[src/hdl/fmhm_pkg.sv]
// ----------------------------------------------------------------------------
// fmhm_pkg
// Types, register codes and reset values shared by the fan motor health
// monitor modules.
// ----------------------------------------------------------------------------
package fmhm_pkg;

  localparam int unsigned MaxMotors       = 3;
  localparam int unsigned MotorsPerBranch = 3;
  localparam int unsigned NumBranches     = 2;
  localparam int unsigned CntW            = 6;
  localparam int unsigned CfgIdxW         = 3;
  localparam int unsigned CfgDataW        = 14;

  typedef enum logic [CfgIdxW-1:0] {
    CFG_MOTORS_IN_UNIT     = 3'd0,
    CFG_CONNECT_THRESHOLD  = 3'd1,
    CFG_STARTUP_TICKS      = 3'd2,
    CFG_TACHO_PERSIST      = 3'd3,
    CFG_VOUT_ERR_PERSIST   = 3'd4,
    CFG_MIN_RPM            = 3'd5,
    CFG_MIN_VOUT_FOR_TACHO = 3'd6,
    CFG_OFF_SPEED          = 3'd7
  } cfg_idx_e;

  typedef struct packed {
    logic [2:0]  motors_in_unit;
    logic [4:0]  connect_threshold;
    logic [5:0]  startup_ticks;
    logic [5:0]  tacho_persist;
    logic [5:0]  vout_err_persist;
    logic [13:0] min_rpm;
    logic [10:0] min_vout_for_tacho;
    logic [7:0]  off_speed;
  } fmhm_cfg_t;

  localparam fmhm_cfg_t CfgReset = '{
    motors_in_unit:     3'd6,
    connect_threshold:  5'd8,
    startup_ticks:      6'd36,
    tacho_persist:      6'd20,
    vout_err_persist:   6'd12,
    min_rpm:            14'd60,
    min_vout_for_tacho: 11'd195,
    off_speed:          8'd60
  };

  localparam logic [CntW-1:0] ConnectReset  = 6'd6;
  localparam logic [CntW-1:0] ConnectMargin = 6'd8;
  localparam logic [CntW-1:0] CntMax        = 6'd63;

  typedef struct packed {
    logic [7:0]  set_speed_return;
    logic [7:0]  set_speed_fresh;
    logic [10:0] vout_return;
    logic [10:0] vout_fresh;
    logic [2:0]  power_return;
    logic [2:0]  power_fresh;
    logic [13:0] rpm_return_0;
    logic [13:0] rpm_return_1;
    logic [13:0] rpm_return_2;
    logic [13:0] rpm_fresh_0;
    logic [13:0] rpm_fresh_1;
    logic [13:0] rpm_fresh_2;
  } fmhm_in_t;

  typedef struct packed {
    logic [6:0] status_return;
    logic [6:0] status_fresh;
    logic       monitoring_off;
  } fmhm_out_t;

  // per-tick control into a lane
  typedef struct packed {
    logic upd;
    logic off;
    logic enabled;
    logic powered;
  } lane_ctrl_t;

  // next status bits of one motor
  typedef struct packed {
    logic power;
    logic alarm;
  } lane_stat_t;

endpackage

[src/hdl/fmhm_motor_lane.sv]
// ----------------------------------------------------------------------------
// fmhm_motor_lane
// One motor: power-presence counter with hysteresis and tacho stall alarm.
// ----------------------------------------------------------------------------
module fmhm_motor_lane (
  input  logic                   clk_i,
  input  logic                   rst_ni,
  input  fmhm_pkg::fmhm_cfg_t    cfg_i,
  input  fmhm_pkg::lane_ctrl_t   ctrl_i,
  input  logic [10:0]            vout_i,
  input  logic [13:0]            rpm_i,
  output fmhm_pkg::lane_stat_t   stat_o
);
  import fmhm_pkg::*;

  logic [CntW-1:0] conn_q, conn_d;
  logic [CntW-1:0] stall_q, stall_d;
  logic            power_q, power_d;
  logic            alarm_q, alarm_d;
  logic [CntW-1:0] conn_max;

  assign conn_max = {1'b0, cfg_i.connect_threshold} + ConnectMargin;

  always_comb begin
    conn_d  = conn_q;
    stall_d = stall_q;
    power_d = power_q;
    alarm_d = alarm_q;
    if (ctrl_i.upd) begin
      if (ctrl_i.off) begin
        stall_d = '0;
      end else begin
        if (ctrl_i.powered) begin
          if (conn_q < conn_max) conn_d = conn_q + 1'b1;
        end else if (conn_q != '0) begin
          conn_d = conn_q - 1'b1;
        end
        if (ctrl_i.enabled) begin
          if (conn_d >= {1'b0, cfg_i.connect_threshold}) begin
            power_d = 1'b1;
          end else if (conn_d <= 6'd1) begin
            power_d = 1'b0;
          end
          if (vout_i >= cfg_i.min_vout_for_tacho) begin
            if (rpm_i < cfg_i.min_rpm) begin
              if (stall_q < cfg_i.tacho_persist) begin
                stall_d = stall_q + 1'b1;
              end else begin
                alarm_d = 1'b1;
              end
            end else begin
              alarm_d = 1'b0;
              stall_d = '0;
            end
          end
        end else begin
          power_d = 1'b0;
          alarm_d = 1'b0;
        end
      end
    end
  end

  always_ff @(posedge clk_i or negedge rst_ni) begin
    if (!rst_ni) begin
      conn_q  <= ConnectReset;
      stall_q <= '0;
      power_q <= 1'b0;
      alarm_q <= 1'b0;
    end else begin
      conn_q  <= conn_d;
      stall_q <= stall_d;
      power_q <= power_d;
      alarm_q <= alarm_d;
    end
  end

  assign stat_o.power = power_d;
  assign stat_o.alarm = alarm_d;

endmodule

[src/hdl/fmhm_volt_lane.sv]
// ----------------------------------------------------------------------------
// fmhm_volt_lane
// One branch: drive voltage tracking check with persistence counter.
// ----------------------------------------------------------------------------
module fmhm_volt_lane (
  input  logic                 clk_i,
  input  logic                 rst_ni,
  input  fmhm_pkg::fmhm_cfg_t  cfg_i,
  input  logic                 upd_i,
  input  logic                 off_i,
  input  logic [7:0]           set_i,
  input  logic [10:0]          vout_i,
  output logic                 verr_o
);
  import fmhm_pkg::*;

  // floor(v/3) for 8-bit v via reciprocal 171/512
  function automatic logic [6:0] div3(input logic [7:0] v);
    logic [15:0] p;
    p = 16'(v) * 16'd171;
    return p[15:9];
  endfunction

  logic [CntW-1:0] mm_q, mm_d;
  logic            verr_q, verr_d;
  logic [11:0]     cmd, vout_x, diff, tol;
  logic            mismatch;

  assign cmd      = {2'b00, set_i, 2'b00};
  assign vout_x   = {1'b0, vout_i};
  assign diff     = (cmd > vout_x) ? (cmd - vout_x) : (vout_x - cmd);
  assign tol      = 12'd4 + {5'b0, div3(set_i)};
  assign mismatch = diff > tol;

  always_comb begin
    mm_d   = mm_q;
    verr_d = verr_q;
    if (upd_i) begin
      if (off_i) begin
        verr_d = 1'b0;
      end else if (mismatch) begin
        if (mm_q < cfg_i.vout_err_persist) begin
          mm_d = mm_q + 1'b1;
        end else begin
          verr_d = 1'b1;
        end
      end else begin
        mm_d   = '0;
        verr_d = 1'b0;
      end
    end
  end

  always_ff @(posedge clk_i or negedge rst_ni) begin
    if (!rst_ni) begin
      mm_q   <= '0;
      verr_q <= 1'b0;
    end else begin
      mm_q   <= mm_d;
      verr_q <= verr_d;
    end
  end

  assign verr_o = verr_d;

endmodule

[src/hdl/fan_motor_health_monitor_core.sv]
// ----------------------------------------------------------------------------
// fan_motor_health_monitor_core
// Monitoring tick for two fan branches: per-motor lanes, per-branch voltage
// lanes, status merge and a two-entry output buffer.
// ----------------------------------------------------------------------------
// Each result is registered in the output register, or in the skid entry if the output is held.
// Throughput: one tick per cycle while the skid entry is free; all lanes update in the accept cycle.
// Input stalls only when both output register and skid entry are full.
// Reset: async active low; registers to defaults, counters and status
// cleared, connect counters to 6.
module fan_motor_health_monitor_core #(
  parameter int unsigned MOTORS_PER_BRANCH = fmhm_pkg::MotorsPerBranch
) (
  input  logic                          clk_i,
  input  logic                          rst_ni,
  input  logic                          cfg_valid_i,
  output logic                          cfg_ready_o,
  input  fmhm_pkg::cfg_idx_e            cfg_index_i,
  input  logic [fmhm_pkg::CfgDataW-1:0] cfg_data_i,
  input  logic                          in_valid_i,
  output logic                          in_ready_o,
  input  fmhm_pkg::fmhm_in_t            in_data_i,
  output logic                          out_valid_o,
  input  logic                          out_ready_i,
  output fmhm_pkg::fmhm_out_t           out_data_o
);
  import fmhm_pkg::*;

  fmhm_cfg_t       cfg_q;
  logic [CntW-1:0] startup_q, startup_d;
  logic            in_fire, out_fire, off;

  // config registers
  assign cfg_ready_o = 1'b1;

  always_ff @(posedge clk_i or negedge rst_ni) begin
    if (!rst_ni) begin
      cfg_q <= CfgReset;
    end else if (cfg_valid_i && cfg_ready_o) begin
      case (cfg_index_i)
        CFG_MOTORS_IN_UNIT:     cfg_q.motors_in_unit     <= cfg_data_i[2:0];
        CFG_CONNECT_THRESHOLD:  cfg_q.connect_threshold  <= cfg_data_i[4:0];
        CFG_STARTUP_TICKS:      cfg_q.startup_ticks      <= cfg_data_i[5:0];
        CFG_TACHO_PERSIST:      cfg_q.tacho_persist      <= cfg_data_i[5:0];
        CFG_VOUT_ERR_PERSIST:   cfg_q.vout_err_persist   <= cfg_data_i[5:0];
        CFG_MIN_RPM:            cfg_q.min_rpm            <= cfg_data_i[13:0];
        CFG_MIN_VOUT_FOR_TACHO: cfg_q.min_vout_for_tacho <= cfg_data_i[10:0];
        CFG_OFF_SPEED:          cfg_q.off_speed          <= cfg_data_i[7:0];
        default: ;
      endcase
    end
  end

  assign in_fire = in_valid_i && in_ready_o;

  assign off = (in_data_i.set_speed_return < cfg_q.off_speed) &&
               (in_data_i.set_speed_fresh < cfg_q.off_speed) &&
               (startup_q >= cfg_q.startup_ticks);

  always_comb begin
    startup_d = startup_q;
    if (in_fire && !off && (startup_q <= cfg_q.startup_ticks) && (startup_q < CntMax)) begin
      startup_d = startup_q + 1'b1;
    end
  end

  always_ff @(posedge clk_i or negedge rst_ni) begin
    if (!rst_ni) begin
      startup_q <= '0;
    end else begin
      startup_q <= startup_d;
    end
  end

  // lane inputs
  logic [NumBranches-1:0][10:0]               vout;
  logic [NumBranches-1:0][7:0]                set;
  logic [NumBranches-1:0][MaxMotors-1:0]      pwr;
  logic [NumBranches-1:0][MaxMotors-1:0][13:0] rpm;
  lane_stat_t [NumBranches-1:0][MaxMotors-1:0] stat;
  logic [NumBranches-1:0]                     verr;

  assign vout[0] = in_data_i.vout_return;
  assign vout[1] = in_data_i.vout_fresh;
  assign set[0]  = in_data_i.set_speed_return;
  assign set[1]  = in_data_i.set_speed_fresh;
  assign pwr[0]  = in_data_i.power_return;
  assign pwr[1]  = in_data_i.power_fresh;
  assign rpm[0][0] = in_data_i.rpm_return_0;
  assign rpm[0][1] = in_data_i.rpm_return_1;
  assign rpm[0][2] = in_data_i.rpm_return_2;
  assign rpm[1][0] = in_data_i.rpm_fresh_0;
  assign rpm[1][1] = in_data_i.rpm_fresh_1;
  assign rpm[1][2] = in_data_i.rpm_fresh_2;

  for (genvar gb = 0; gb < NumBranches; gb++) begin : g_branch
    fmhm_volt_lane u_volt (
      .clk_i  (clk_i),
      .rst_ni (rst_ni),
      .cfg_i  (cfg_q),
      .upd_i  (in_fire),
      .off_i  (off),
      .set_i  (set[gb]),
      .vout_i (vout[gb]),
      .verr_o (verr[gb])
    );
    for (genvar gi = 0; gi < MaxMotors; gi++) begin : g_motor
      if (gi < MOTORS_PER_BRANCH) begin : g_lane
        lane_ctrl_t ctrl;
        assign ctrl.upd     = in_fire;
        assign ctrl.off     = off;
        assign ctrl.enabled = cfg_q.motors_in_unit[2:1] >= 2'(gi);
        assign ctrl.powered = pwr[gb][gi];
        fmhm_motor_lane u_motor (
          .clk_i  (clk_i),
          .rst_ni (rst_ni),
          .cfg_i  (cfg_q),
          .ctrl_i (ctrl),
          .vout_i (vout[gb]),
          .rpm_i  (rpm[gb][gi]),
          .stat_o (stat[gb][gi])
        );
      end else begin : g_none
        assign stat[gb][gi] = '0;
      end
    end
  end

  // merge
  fmhm_out_t res;
  logic [NumBranches-1:0][6:0] status;

  for (genvar gb = 0; gb < NumBranches; gb++) begin : g_merge
    assign status[gb] = {stat[gb][2].alarm, stat[gb][1].alarm, stat[gb][0].alarm,
                         verr[gb],
                         stat[gb][2].power, stat[gb][1].power, stat[gb][0].power};
  end

  assign res.status_return  = status[0];
  assign res.status_fresh   = status[1];
  assign res.monitoring_off = off;

  // output register plus skid entry
  fmhm_out_t out_q, skid_q;
  logic      out_valid_q, skid_valid_q;

  assign out_fire   = out_valid_q && out_ready_i;
  assign in_ready_o = !skid_valid_q;

  always_ff @(posedge clk_i or negedge rst_ni) begin
    if (!rst_ni) begin
      out_valid_q  <= 1'b0;
      skid_valid_q <= 1'b0;
    end else if (!out_valid_q || out_fire) begin
      out_valid_q  <= skid_valid_q || in_fire;
      skid_valid_q <= 1'b0;
    end else if (in_fire) begin
      skid_valid_q <= 1'b1;
    end
  end

  always_ff @(posedge clk_i) begin
    if (!out_valid_q || out_fire) begin
      out_q <= skid_valid_q ? skid_q : res;
    end else if (in_fire) begin
      skid_q <= res;
    end
  end

  assign out_valid_o = out_valid_q;
  assign out_data_o  = out_q;

  // checks
  a_skid_implies_out: assert property (@(posedge clk_i) disable iff (!rst_ni)
    skid_valid_q |-> out_valid_q)
    else $error("skid entry held without output beat");

  a_off_clears_verr: assert property (@(posedge clk_i) disable iff (!rst_ni)
    (in_fire && off) |-> (!res.status_return[3] && !res.status_fresh[3]))
    else $error("off tick left voltage error set");

  a_startup_hold: assert property (@(posedge clk_i) disable iff (!rst_ni)
    !(in_fire && !off) |=> $stable(startup_q))
    else $error("start-up counter moved without a monitored tick");

  a_skid_no_accept: assert property (@(posedge clk_i) disable iff (!rst_ni)
    (skid_valid_q && !out_ready_i) |=> $stable(skid_q))
    else $error("skid entry overwritten");

endmodule
[config.mk]
export PLATFORM = sky130hd
export DESIGN_NAME = fan_motor_health_monitor_core
export DESIGN_NICKNAME = d
export VERILOG_FILES = /design/src/hdl/fmhm_pkg.sv /design/src/hdl/fmhm_motor_lane.sv /design/src/hdl/fmhm_volt_lane.sv /design/src/hdl/fan_motor_health_monitor_core.sv
export SDC_FILE = /design/constraint.sdc
export NUM_CORES = 1
export LEC_CHECK = 0
export ABC_AREA = 1
export BUFFER_PORTS_ARGS = -buffer_cell sky130_fd_sc_hd__buf_2
export CORE_MARGIN = 2
export CORE_UTILIZATION = 30
export DETAILED_ROUTE_END_ITERATION = 10
export PLACE_DENSITY = 0.44
export SKIP_CTS_REPAIR_TIMING = 1
export SLEW_MARGIN = 20
export SYNTH_ARGS = -nofsm -noshare
export SYNTH_HDL_FRONTEND = slang
export SYNTH_HIERARCHICAL = 1
export SYNTH_SLANG_ARGS = --single-unit
[constraint.sdc]
create_clock -name clk_i -period 8.13 [get_ports clk_i]
set_input_delay 0.813 -clock clk_i [delete_from_list [all_inputs] [get_ports clk_i]]
set_output_delay 0.813 -clock clk_i [all_outputs]
set_load 0.02 [all_outputs]
# Word-level counts from Yosys, hierarchy flattened

Cells that the tools add are included.

Register bits after elaboration: 195
Input bits: 150

Equality and inequality tests: 15
Add/sub/neg operators: 28
Multiplexer cells: 143
Magnitude comparators: 46
Multiply operators: 2
Reductions and logical operators: 43
Bitwise gates (word level): 2

Operator list:

| kind                                                                   | number |
|---|---|
| 6-bit two-way mux                                                      | 64 |
| 6-bit by 1-bit adder with 6-bit output (second input constant)         | 15 |
| 14-bit less-than comparator                                            | 6 |
| 6-bit less-than comparator                                             | 14 |
| 1-bit two-way mux                                                      | 76 |
| 6-bit by 5-bit >= comparator with 1-bit output                         | 6 |
| 6-bit by 1-bit <= comparator with 1-bit output (second input constant) | 6 |
| 6-bit nonzero test                                                     | 6 |
| 6-bit by 1-bit subtractor with 6-bit output (second input constant)    | 6 |
| 8-bit by 8-bit multiplier with 16-bit output (second input constant)   | 2 |
| 12-bit greater-than comparator                                         | 2 |
| 12-bit two-way mux                                                     | 2 |
| 4-bit AND reduction                                                    | 6 |
| 10-bit by 11-bit subtractor with 12-bit output                         | 2 |
| 11-bit by 10-bit subtractor with 12-bit output                         | 2 |
| 11-bit >= comparator                                                   | 2 |
| 10-bit by 11-bit greater-than comparator with 1-bit output             | 2 |
| 2-bit AND reduction                                                    | 10 |
| 3-bit inequality test (second input constant)                          | 6 |
| 3-bit by 7-bit adder with 8-bit output (first input constant)          | 2 |
| 8-bit less-than comparator                                             | 2 |
| 15-bit two-way mux                                                     | 1 |
| 3-bit equality test (second input constant)                            | 4 |
| 2-bit nonzero test                                                     | 6 |
| 15 further kinds                                                       | 29 |

# Depth between registers and ports, before layout

Gate-level depths: netlist of the first run.

Depth in word-level cells: 13
Gate-level depth with buffers: 30
Mapped depth without buffers: 30

# Cells and area by module

The synthesis of the first run kept the hierarchy.

Modules (own cells, without submodules):

| module                                                      | times used | sequential area each (µm²) | cells an instance | area an instance (µm²) |
|---|---|---|---|---|
| fmhm_motor_lane (g_branch[0].g_motor[0].g_lane.u_motor ...) | 4          | 352.8                      | 324               | 2164.6 |
| fan_motor_health_monitor_core                               | 1          | 2603.7                     | 439               | 4305.4 |
| fmhm_motor_lane (g_branch[1].g_motor[0].g_lane.u_motor ...) | 2          | 352.8                      | 321               | 2128.3 |
| fmhm_volt_lane (g_branch[1].u_volt)                         | 1          | 175.2                      | 481               | 3130.5 |
| fmhm_volt_lane (g_branch[0].u_volt)                         | 1          | 175.2                      | 483               | 3096.7 |

# Worst setup path after synthesis of the first run

OpenSTA, ideal clock, no wires.

Path kind: input-to-reg
Start: input port in_data_i[121] in the netlist's numbering
End: register out_q, in the netlist out_data_o[11], data pin
Required time: 7878 ps
Setup time: 252 ps
Arrival: 5432 ps
Stages: 27
Buffers on the path: 0
Slack: 2446 ps
Cell sequence: ha_1 > fa_1 > fa_1 > inv_1 > fa_1 > inv_1 > ha_1 > a21oi_1 > o21ai_0 > a21oi_1 > xnor2_1 > ha_1 > inv_1 > nor2_1 > nand2_1 > nand2_1 > nand2_1 > ha_1 > nand2_1 > nor2_1 > nand3_1 > o21ai_0 > nand3_2 > nand2_1 > o21ai_1 > nand2_1 > nand2_1

RTL lines:

| what                 | line                                 | RTL |
|---|---|---|
| start, declared      | fan_motor_health_monitor_core.sv:22  | `input fmhm_pkg::fmhm_in_t in_data_i,` |
| end signal, assigned | fan_motor_health_monitor_core.sv:164 | `out_q <= skid_valid_q ? skid_q : res;` |
| end, declared        | fan_motor_health_monitor_core.sv:144 | `fmhm_out_t out_q, skid_q;` |

==> reports/results.txt, run 1 <==
status = finished clean
Setup WS pre-CTS = 1.51 ns
Hold Crit Class = in2async
routed length on met2 = 30900 um
worst endpoint required time = 8.37 ns
Avg Inst Size Synth = 7.01 um^2
Max IR drop VDD = 0.000177 V
Layout fillers = 8562
Max Fclk = 165 MHz
synth warn = 6
CTS tree = done
Max clock buf depth = 2
post-layout util = 33.6%
Worst Skew = 0.0153 ns
aggregate global routing overflow = 0
root buffer cell = clkbuf_16
WL per Instance = 15.1 um
max-cap check violation count = 0
largest net degree at the start of global routing = 108
Final setup viols = 0
Setup TNS = 0 ns
crit-path max cell delay = 0.56 ns
clk slew on worst S/H paths = 0.08 ns
drt total wl = 68500 um
DR iter-0 viols = 924
Slew @ Worst Pin = 1.02 ns
Critical Path End Type = flop
I/O Buffers = 166
Inst Count DP = 4506
most common cell after layout, fill and taps aside = nand2_1
most used cell, CP = nand2_1
Finished Layout Cells = 4539
layout cell share with drive strength beyond 1 = 11.2%
post-DP HPWL = 54900 um
die width = 283 um
Hold Vio Cnt, Final = 0
Routed Antenna Nets = 0
reg-to-reg slack, setup = 3.92 ns
worst reg2reg startpoint = cfg_q[54]
Total GRT Usage = 17.3%
TritonRoute pass-1 iters = 5
core footprint = 77300 um^2
vias in the first global route = 20100
initial core utilization = 30.3%
clock network latency to the later pin of the worst-skew pair = 0.49 ns
Min Hold Slack = 0.391 ns
area delta synth->final = 10.8%
Leak = 14.2 nW
number of I/O pins = 168
DIE AREA = 80300 um^2
Post-Syn Area = 23400 um^2
Critical Path AT = 6.31 ns
via/cell ratio = 4.53
worst setup margin = 2.07 ns
placed cell area = 25300 um^2
Worst R2R Path Depth = 23
Design Area, Final = 26000 um^2
Max Slew Vio Count = 0
vias post-DR = 20600
initial antenna violation count = 8
total power = 6.80 mW
Rows = 102
GPL Wtd Cong = 0.843
Final Net Count = 4092
crit-path max FO = 7
first-pass GRT wire length = 110000 um
CTS Buf Count = 17
Die Y = 283 um
P per Cell Area = 262 nW/um^2
H-Tree Depth = 4
RSZ-0062 raised after global routing = false
wl on met1 = 34300 um
uppermost layer routed = met5
critical path class = in2reg
Tcrit/Tclk final = 74.6%
CP max-delay cell = o21ai_0
met3 WL = 2000 um
clk sinks = 194
most frequent cells in the layout = nand2_1, inv_1, ha_1
residual DRC count = 0
Startpoint Class = input pin
min cycle time layout = 6.06 ns
post-synthesis instance total = 3338
worst r2r dst = out_data_o[3]
Slew HR = 31.8%
-- where the power goes --
group	internal [mW]	leakage, nW	switching [mW]
Combinational	1.54	11.6	2.57
Clock	0.470	0.300	0.448
Sequential	1.30	2.34	0.469
-- state kept, by name, indices dropped and copies added, names as in the netlist --
| name | flops |
|---|---|
| skid_q | 15 |
| out_valid_o | 1 |
| startup_q | 6 |
| g_branch.g_motor.g_lane.u_motor/power_q | 6 |
| g_branch.u_volt/verr_q | 2 |
| g_branch.g_motor.g_lane.u_motor/stall_q | 36 |
| skid_valid_q | 1 |
| cfg_q | 58 |
| g_branch.u_volt/mm_q | 12 |
| g_branch.g_motor.g_lane.u_motor/alarm_q | 6 |
| g_branch.g_motor.g_lane.u_motor/conn_q | 36 |
| out_data_o | 15 |
-- worst max-delay path, delay by kind of cell --
kind / cells / cell delay [ns]
buffers and inverters: 4 / 0.29
XOR/XNOR: 1 / 0.38
AO/OA/AOI/OAI: 5 / 1.05
adder cells (fa/ha/maj): 7 / 2.70
AND/OR/NAND/NOR: 11 / 1.06
-- routing by layer --
layer	vias to the layer above	global-route usage, %
met2	273	28.4
met3	53	2.25
met1	9254	23.9
met5	-	0
li1	11000	-
met4	10	4.15
-- worst max-delay path by stage --
stage | startpoint | slack [ns] | depth (start not counted) | end
finish | in_data_i[113] | 2.07 | 28 | out_data_o[4]
global route | in_data_i[113] | 1.57 | 28 | out_data_o[4]
CTS | in_data_i[113] | 2.04 | 28 | out_data_o[4]
detailed placement | in_data_i[113] | 1.51 | 28 | out_data_o[4]
global placement | in_data_i[113] | 1.57 | 28 | out_data_o[4]
floorplan | in_data_i[121] | 2.45 | 27 | out_data_o[11]
-- final cells by class --
type                       count  area, um^2  share of cell area [%]
antenna                        1        2.50                 0.00964
tap                         1040        1300                    5.01
clock inverter                14         190                   0.733
inverter                     696        2620                    10.1
multi-input combinational   2404       15500                    59.7
timing repair buffer         172         885                    3.41
sequential                   194        5050                    19.4
clock buffer                  18         429                    1.65
Note: power is estimated with default switching activity, not from simulation.
==> run 2: changes to the inputs <==
Settings changed: PLACE_DENSITY 0.44 to 0.46.
Clock period 8.13 ns to 5.3 ns, I/O delays scaled along.
==> run 2 against run 1 <==
Against the previous run:
- clock power grew 47%
- utilization grew 0.63 points
- critical path depth is the same
- clock skew shrank 0.0023 ns
- global-route usage grew 0.078 points
- setup slack lost 1.7 ns
- die area is the same
- largest power group unchanged
- sequential share of layout area shrank 0.36 points
- total power grew 58%
- largest cell class unchanged
- critical path type unchanged
- register-to-register slack lost 2.6 ns
- highest routed layer unchanged
- sequential cell count is the same
- cell count grew 1.3%
==> reports/results.txt, run 2 (synthesis results as in run 1) <==
initial core utilization = 30.3%
Setup WS pre-CTS = -0.353 ns
most used cell, CP = nand2_1
core footprint = 77300 um^2
residual DRC count = 0
critical path class = in2reg
WL per Instance = 14.8 um
Layout fillers = 8501
first-pass GRT wire length = 111000 um
Max Slew Vio Count = 0
aggregate global routing overflow = 0
crit-path max cell delay = 0.53 ns
Startpoint Class = input pin
Final Net Count = 4149
Critical Path End Type = flop
Comb pwr share = 62.3%
status = finished clean
Routed Antenna Nets = 0
number of flip-flops in the largest register = 58
worst setup margin = 0.352 ns
placed cell area = 25800 um^2
Critical Path AT = 5.20 ns
CP bufs+invs = 4
CTS tree = done
drt total wl = 68100 um
number of I/O pins = 168
Max clock buf depth = 2
Largest Register = cfg_q
Final setup viols = 0
die width = 283 um
most frequent cells in the layout = nand2_1, inv_1, ha_1
Die Y = 283 um
Slew @ Worst Pin = 0.798 ns
area delta synth->final = 12.9%
sequential power share = 25.1%
I/O Buffers = 166
Pint = 5.28 mW
switching part of the total = 50.7%
Max Fclk = 202 MHz
DIE AREA = 80300 um^2
clock power share = 12.6%
clk slew on worst S/H paths = 0.08 ns
Leak = 14.5 nW
Max IR drop VDD = 0.000219 V
Total GRT Usage = 17.4%
post-DP HPWL = 55100 um
CTS Buf Count = 17
NetSw = 5.43 mW
worst endpoint required time = 5.55 ns
root buffer cell = clkbuf_16
kind of cell adding the most delay to the critical path = adder cells
post-layout util = 34.2%
Top Registers = cfg_q (58), g_branch.g_motor.g_lane.u_motor/conn_q (36), g_branch.g_motor.g_lane.u_motor/stall_q (36)
Hold Vio Cnt, Final = 0
H-Tree Depth = 4
Tcrit/Tclk final = 93.4%
vias post-DR = 20800
Slew HR = 46.7%
vias in the first global route = 20300
P per Cell Area = 405 nW/um^2
max-cap check violation count = 0
layout cell share with drive strength beyond 1 = 13.1%
clock network latency to the later pin of the worst-skew pair = 0.50 ns
Setup TNS = 0 ns
Rows = 102
GPL Wtd Cong = 0.839
Design Area, Final = 26400 um^2
DR iter-0 viols = 1057
clk sinks = 194
most common cell after layout, fill and taps aside = nand2_1
Hold Crit Class = in2async
initial antenna violation count = 13
TritonRoute pass-1 iters = 5
Worst Skew = 0.0130 ns
Min Hold Slack = 0.0519 ns
via/cell ratio = 4.53
min cycle time layout = 4.95 ns
RSZ-0062 raised after global routing = false
largest net degree at the start of global routing = 84
CP max-delay cell = fa_1
Worst R2R Path Depth = 23
critical path depth = 28
crit-path max FO = 3
-- run 2: cell types whose count changed in the layout (fill, tap and decap cells not counted), moves of 3 or more --
cell	previous run	this run
a21oi_1	139	136
nor2_2	11	14
clkinv_4	0	3
ha_1	431	427
o21ai_1	34	37
o21ai_0	218	212
nor2_1	152	149
o21ai_2	8	11
buf_4	6	61
a21oi_2	7	10
-- run 2: routing by layer --
layer / GRT usage (%) / vias up / wire length, um
met5: 0 / - / 112
met2: 27.9 / 295 / 30100
met4: 4.44 / 18 / 1210
li1: - / 11100 / -
met3: 3.13 / 67 / 2730
met1: 23.9 / 9314 / 33900
-- run 2: final cells by class --
type                            instances  area, um^2  area share, %
Sequential cell                       194        5050           19.1
Clock inverter                         13         145          0.549
Tap cell                             1040        1300           4.92
Timing Repair Buffer                  229        1330           5.03
Antenna cell                            3        7.51         0.0284
Inverter                              696        2620           9.90
Multi-Input combinational cell       2404       15600           58.9
Clock buffer                           19         433           1.64
-- run 2: path summary, 6_finish.rpt --
kind                                      from                                              end  slack (ns)
worst max-delay path            in_data_i[121]                                   out_data_o[11]        0.35
worst min-delay path                    rst_ni  g_branch[1].g_motor[1].g_lane.u_motor/conn_q[4]        0.05
worst max register to register       cfg_q[54]                                    out_data_o[1]        1.29
worst min register to register       cfg_q[50]                                        cfg_q[50]        0.49
max in group asynchronous               rst_ni  g_branch[0].g_motor[2].g_lane.u_motor/conn_q[2]        4.29
min in group clk_i               cfg_data_i[7]                                         cfg_q[7]        0.27
-- run 2: worst register-to-register path: stages (launching register included) --
cell and delay, ns:
dfstp_2 0.84, ha_1 0.32, inv_1 0.05, ha_1 0.22
nand2_1 0.08, inv_1 0.07, a21oi_4 0.24, nand2_4 0.12
o21ai_1 0.17, xor2_1 0.22, inv_1 0.07, ha_1 0.26
o21ai_0 0.15, a21boi_0 0.09, o21ai_0 0.16, nand2_1 0.07
nand2_1 0.06, nand2_1 0.04, nor2_1 0.15, nand2_1 0.07
nand2_1 0.05, nand2_1 0.08, nand2_1 0.08, nand2_1 0.09
-- run 2: metrics by stage --
step	cells	total power, mW
after floorplan	3342	7.45
after global placement	4563	9.38
after CTS	4595	10.8
after detailed placement	4563	9.36
after global routing	4598	12.1
final	4598	10.7
-- run 2: power by group through the flow --
stage | combinational, mW | sequential (mW) | clock (mW)
4_1_cts | 6.67 | 2.70 | 1.41
3_3_place_gp | 6.64 | 2.74 | 0
2_1_floorplan | 5.05 | 2.40 | 0
6_report | 6.67 | 2.69 | 1.35
3_5_place_dp | 6.63 | 2.73 | 0
5_1_grt | 7.84 | 2.78 | 1.46
==> run 3: changes to the inputs <==
Settings changed: ABC_AREA 1 to default, PLACE_DENSITY 0.46 to 0.47.
==> run 3 against run 2 <==
Against the previous run:
- die area shrank 7.1%
- non-clock buffer count grew 37
- largest power group unchanged
- synthesized cell count shrank 27%
- clock-buffer cell count shrank 2
- the flow now finishes with violations (setup timing)
- global-route usage shrank 0.25 points
- clock skew grew 0.0078 ns
- clock power is essentially flat
- sequential power grew 4%
==> reports/results.txt, run 3 <==
via/cell ratio = 5.06
Min Hold Slack = 0.0319 ns
drt total wl = 63400 um
worst setup margin = -1.43 ns
GPL Wtd Cong = 0.857
Pint = 5.61 mW
largest net degree at the start of global routing = 165
Max Slew Vio Count = 0
clk sinks = 194
first-pass GRT wire length = 102000 um
sequential power share = 26.7%
Largest Register = cfg_q
WL per Instance = 17.3 um
Routed Antenna Nets = 0
post-layout util = 35.1%
layout cell share with drive strength beyond 1 = 18.1%
Die Y = 273 um
initial core utilization = 30.3%
Setup WS pre-CTS = -1.96 ns
Hold Crit Class = in2async
initial antenna violation count = 15
Worst R2R Path Depth = 17
Top Registers = cfg_q (58), g_branch.g_motor.g_lane.u_motor/conn_q (36), g_branch.g_motor.g_lane.u_motor/stall_q (36)
worst r2r dst = out_data_o[10]
vias in the first global route = 19100
core footprint = 71600 um^2
post-DP HPWL = 51100 um
Hold Vio Cnt, Final = 0
status = finished with violations
number of flip-flops in the largest register = 58
Max clock buf depth = 2
residual DRC count = 0
Final Net Count = 3296
die width = 273 um
Startpoint Class = input pin
Comb pwr share = 60.7%
Rows = 98
H-Tree Depth = 4
Finished Layout Cells = 3664
TritonRoute pass-1 iters = 5
most frequent cells in the layout = ha_1, inv_1, buf_2
max-cap check violation count = 0
Slew HR = 40.5%
switching part of the total = 46.3%
most used cell, CP = fa_1
number of I/O pins = 168
RSZ-0062 raised after global routing = true
clk slew on worst S/H paths = 0.08 ns
worst endpoint required time = 5.52 ns
NetSw = 4.83 mW
CTS Buf Count = 17
CTS tree = done
crit-path max cell delay = 0.54 ns
Slew @ Worst Pin = 0.888 ns
post-synthesis instance total = 2448
aggregate global routing overflow = 0
clock power share = 12.6%
I/O Buffers = 166
Inst Count DP = 3609
P per Cell Area = 415 nW/um^2
Total GRT Usage = 17.1%
min cycle time layout = 6.73 ns
area delta synth->final = 15.8%
Final setup viols = 18
Post-Syn Area = 21700 um^2
CP bufs+invs = 3
failing checks = setup timing
Critical Path AT = 6.95 ns
reg-to-reg slack, setup = 0.57 ns
Critical Path End Type = flop
Max IR drop VDD = 0.000193 V
crit-path max FO = 4
Max Fclk = 149 MHz
vias post-DR = 18500
total power = 10.4 mW
Tcrit/Tclk final = 127%
kind of cell adding the most delay to the critical path = adder cells
clock network latency to the later pin of the worst-skew pair = 0.47 ns
Leak = 12.3 nW
critical path class = in2reg
CP max-delay cell = fa_1
synth warn = 6
most common cell after layout, fill and taps aside = ha_1
DIE AREA = 74600 um^2
DR iter-0 viols = 815
root buffer cell = clkbuf_16
Worst Skew = 0.0208 ns
Avg Inst Size Synth = 8.87 um^2
worst reg2reg startpoint = cfg_q[54]
run 3: how the worst max path moves through the flow:
stage,from,endpoint,slack (ns),cells after the start
5_1_grt,in_data_i[121],out_data_o[11],-1.72,30
2_1_floorplan,in_data_i[121],out_data_o[11],-1.37,29
3_3_place_gp,in_data_i[120],out_data_o[11],-1.77,30
6_report,in_data_i[121],out_data_o[11],-1.43,30
3_5_place_dp,in_data_i[121],out_data_o[11],-1.96,30
4_1_cts,in_data_i[121],out_data_o[11],-1.48,30
run 3: per-layer routing:
metal  track usage (%)  wire [um]  vias up
met1              21.8      29100     8976
met3              1.67       1400       97
met4              6.60       2170        0
met2              29.7      30700      290
met5                 0          0        -
li1                  -          -     9183
run 3: metrics by stage:
step / TNS [ns] / area, um^2
floorplan: -17.51 / 21900
global placement: -26.68 / 24300
detailed placement: -29.70 / 24300
CTS: -21.12 / 24900
global route: -27.32 / 25200
finish: -21.49 / 25200
run 3: final cells by class:
type | instances | area, um^2
antenna | 12 | 30.0
sequential | 194 | 5050
multi-input combinational | 1799 | 15100
inverter | 411 | 1540
tap | 950 | 1190
timing repair buffer | 266 | 1650
clock inverter | 15 | 145
fill | 7462 | 46400
clock buffer | 17 | 425
run 3: power groups by stage:
stage               combinational [mW]  clock, mW  sequential [mW]
finish                            6.34       1.32             2.79
global route                      7.23       1.42             2.89
CTS                               6.24       1.36             2.80
detailed placement                6.20          0             2.82
global placement                  5.98          0             2.82
floorplan                         4.61          0             2.57
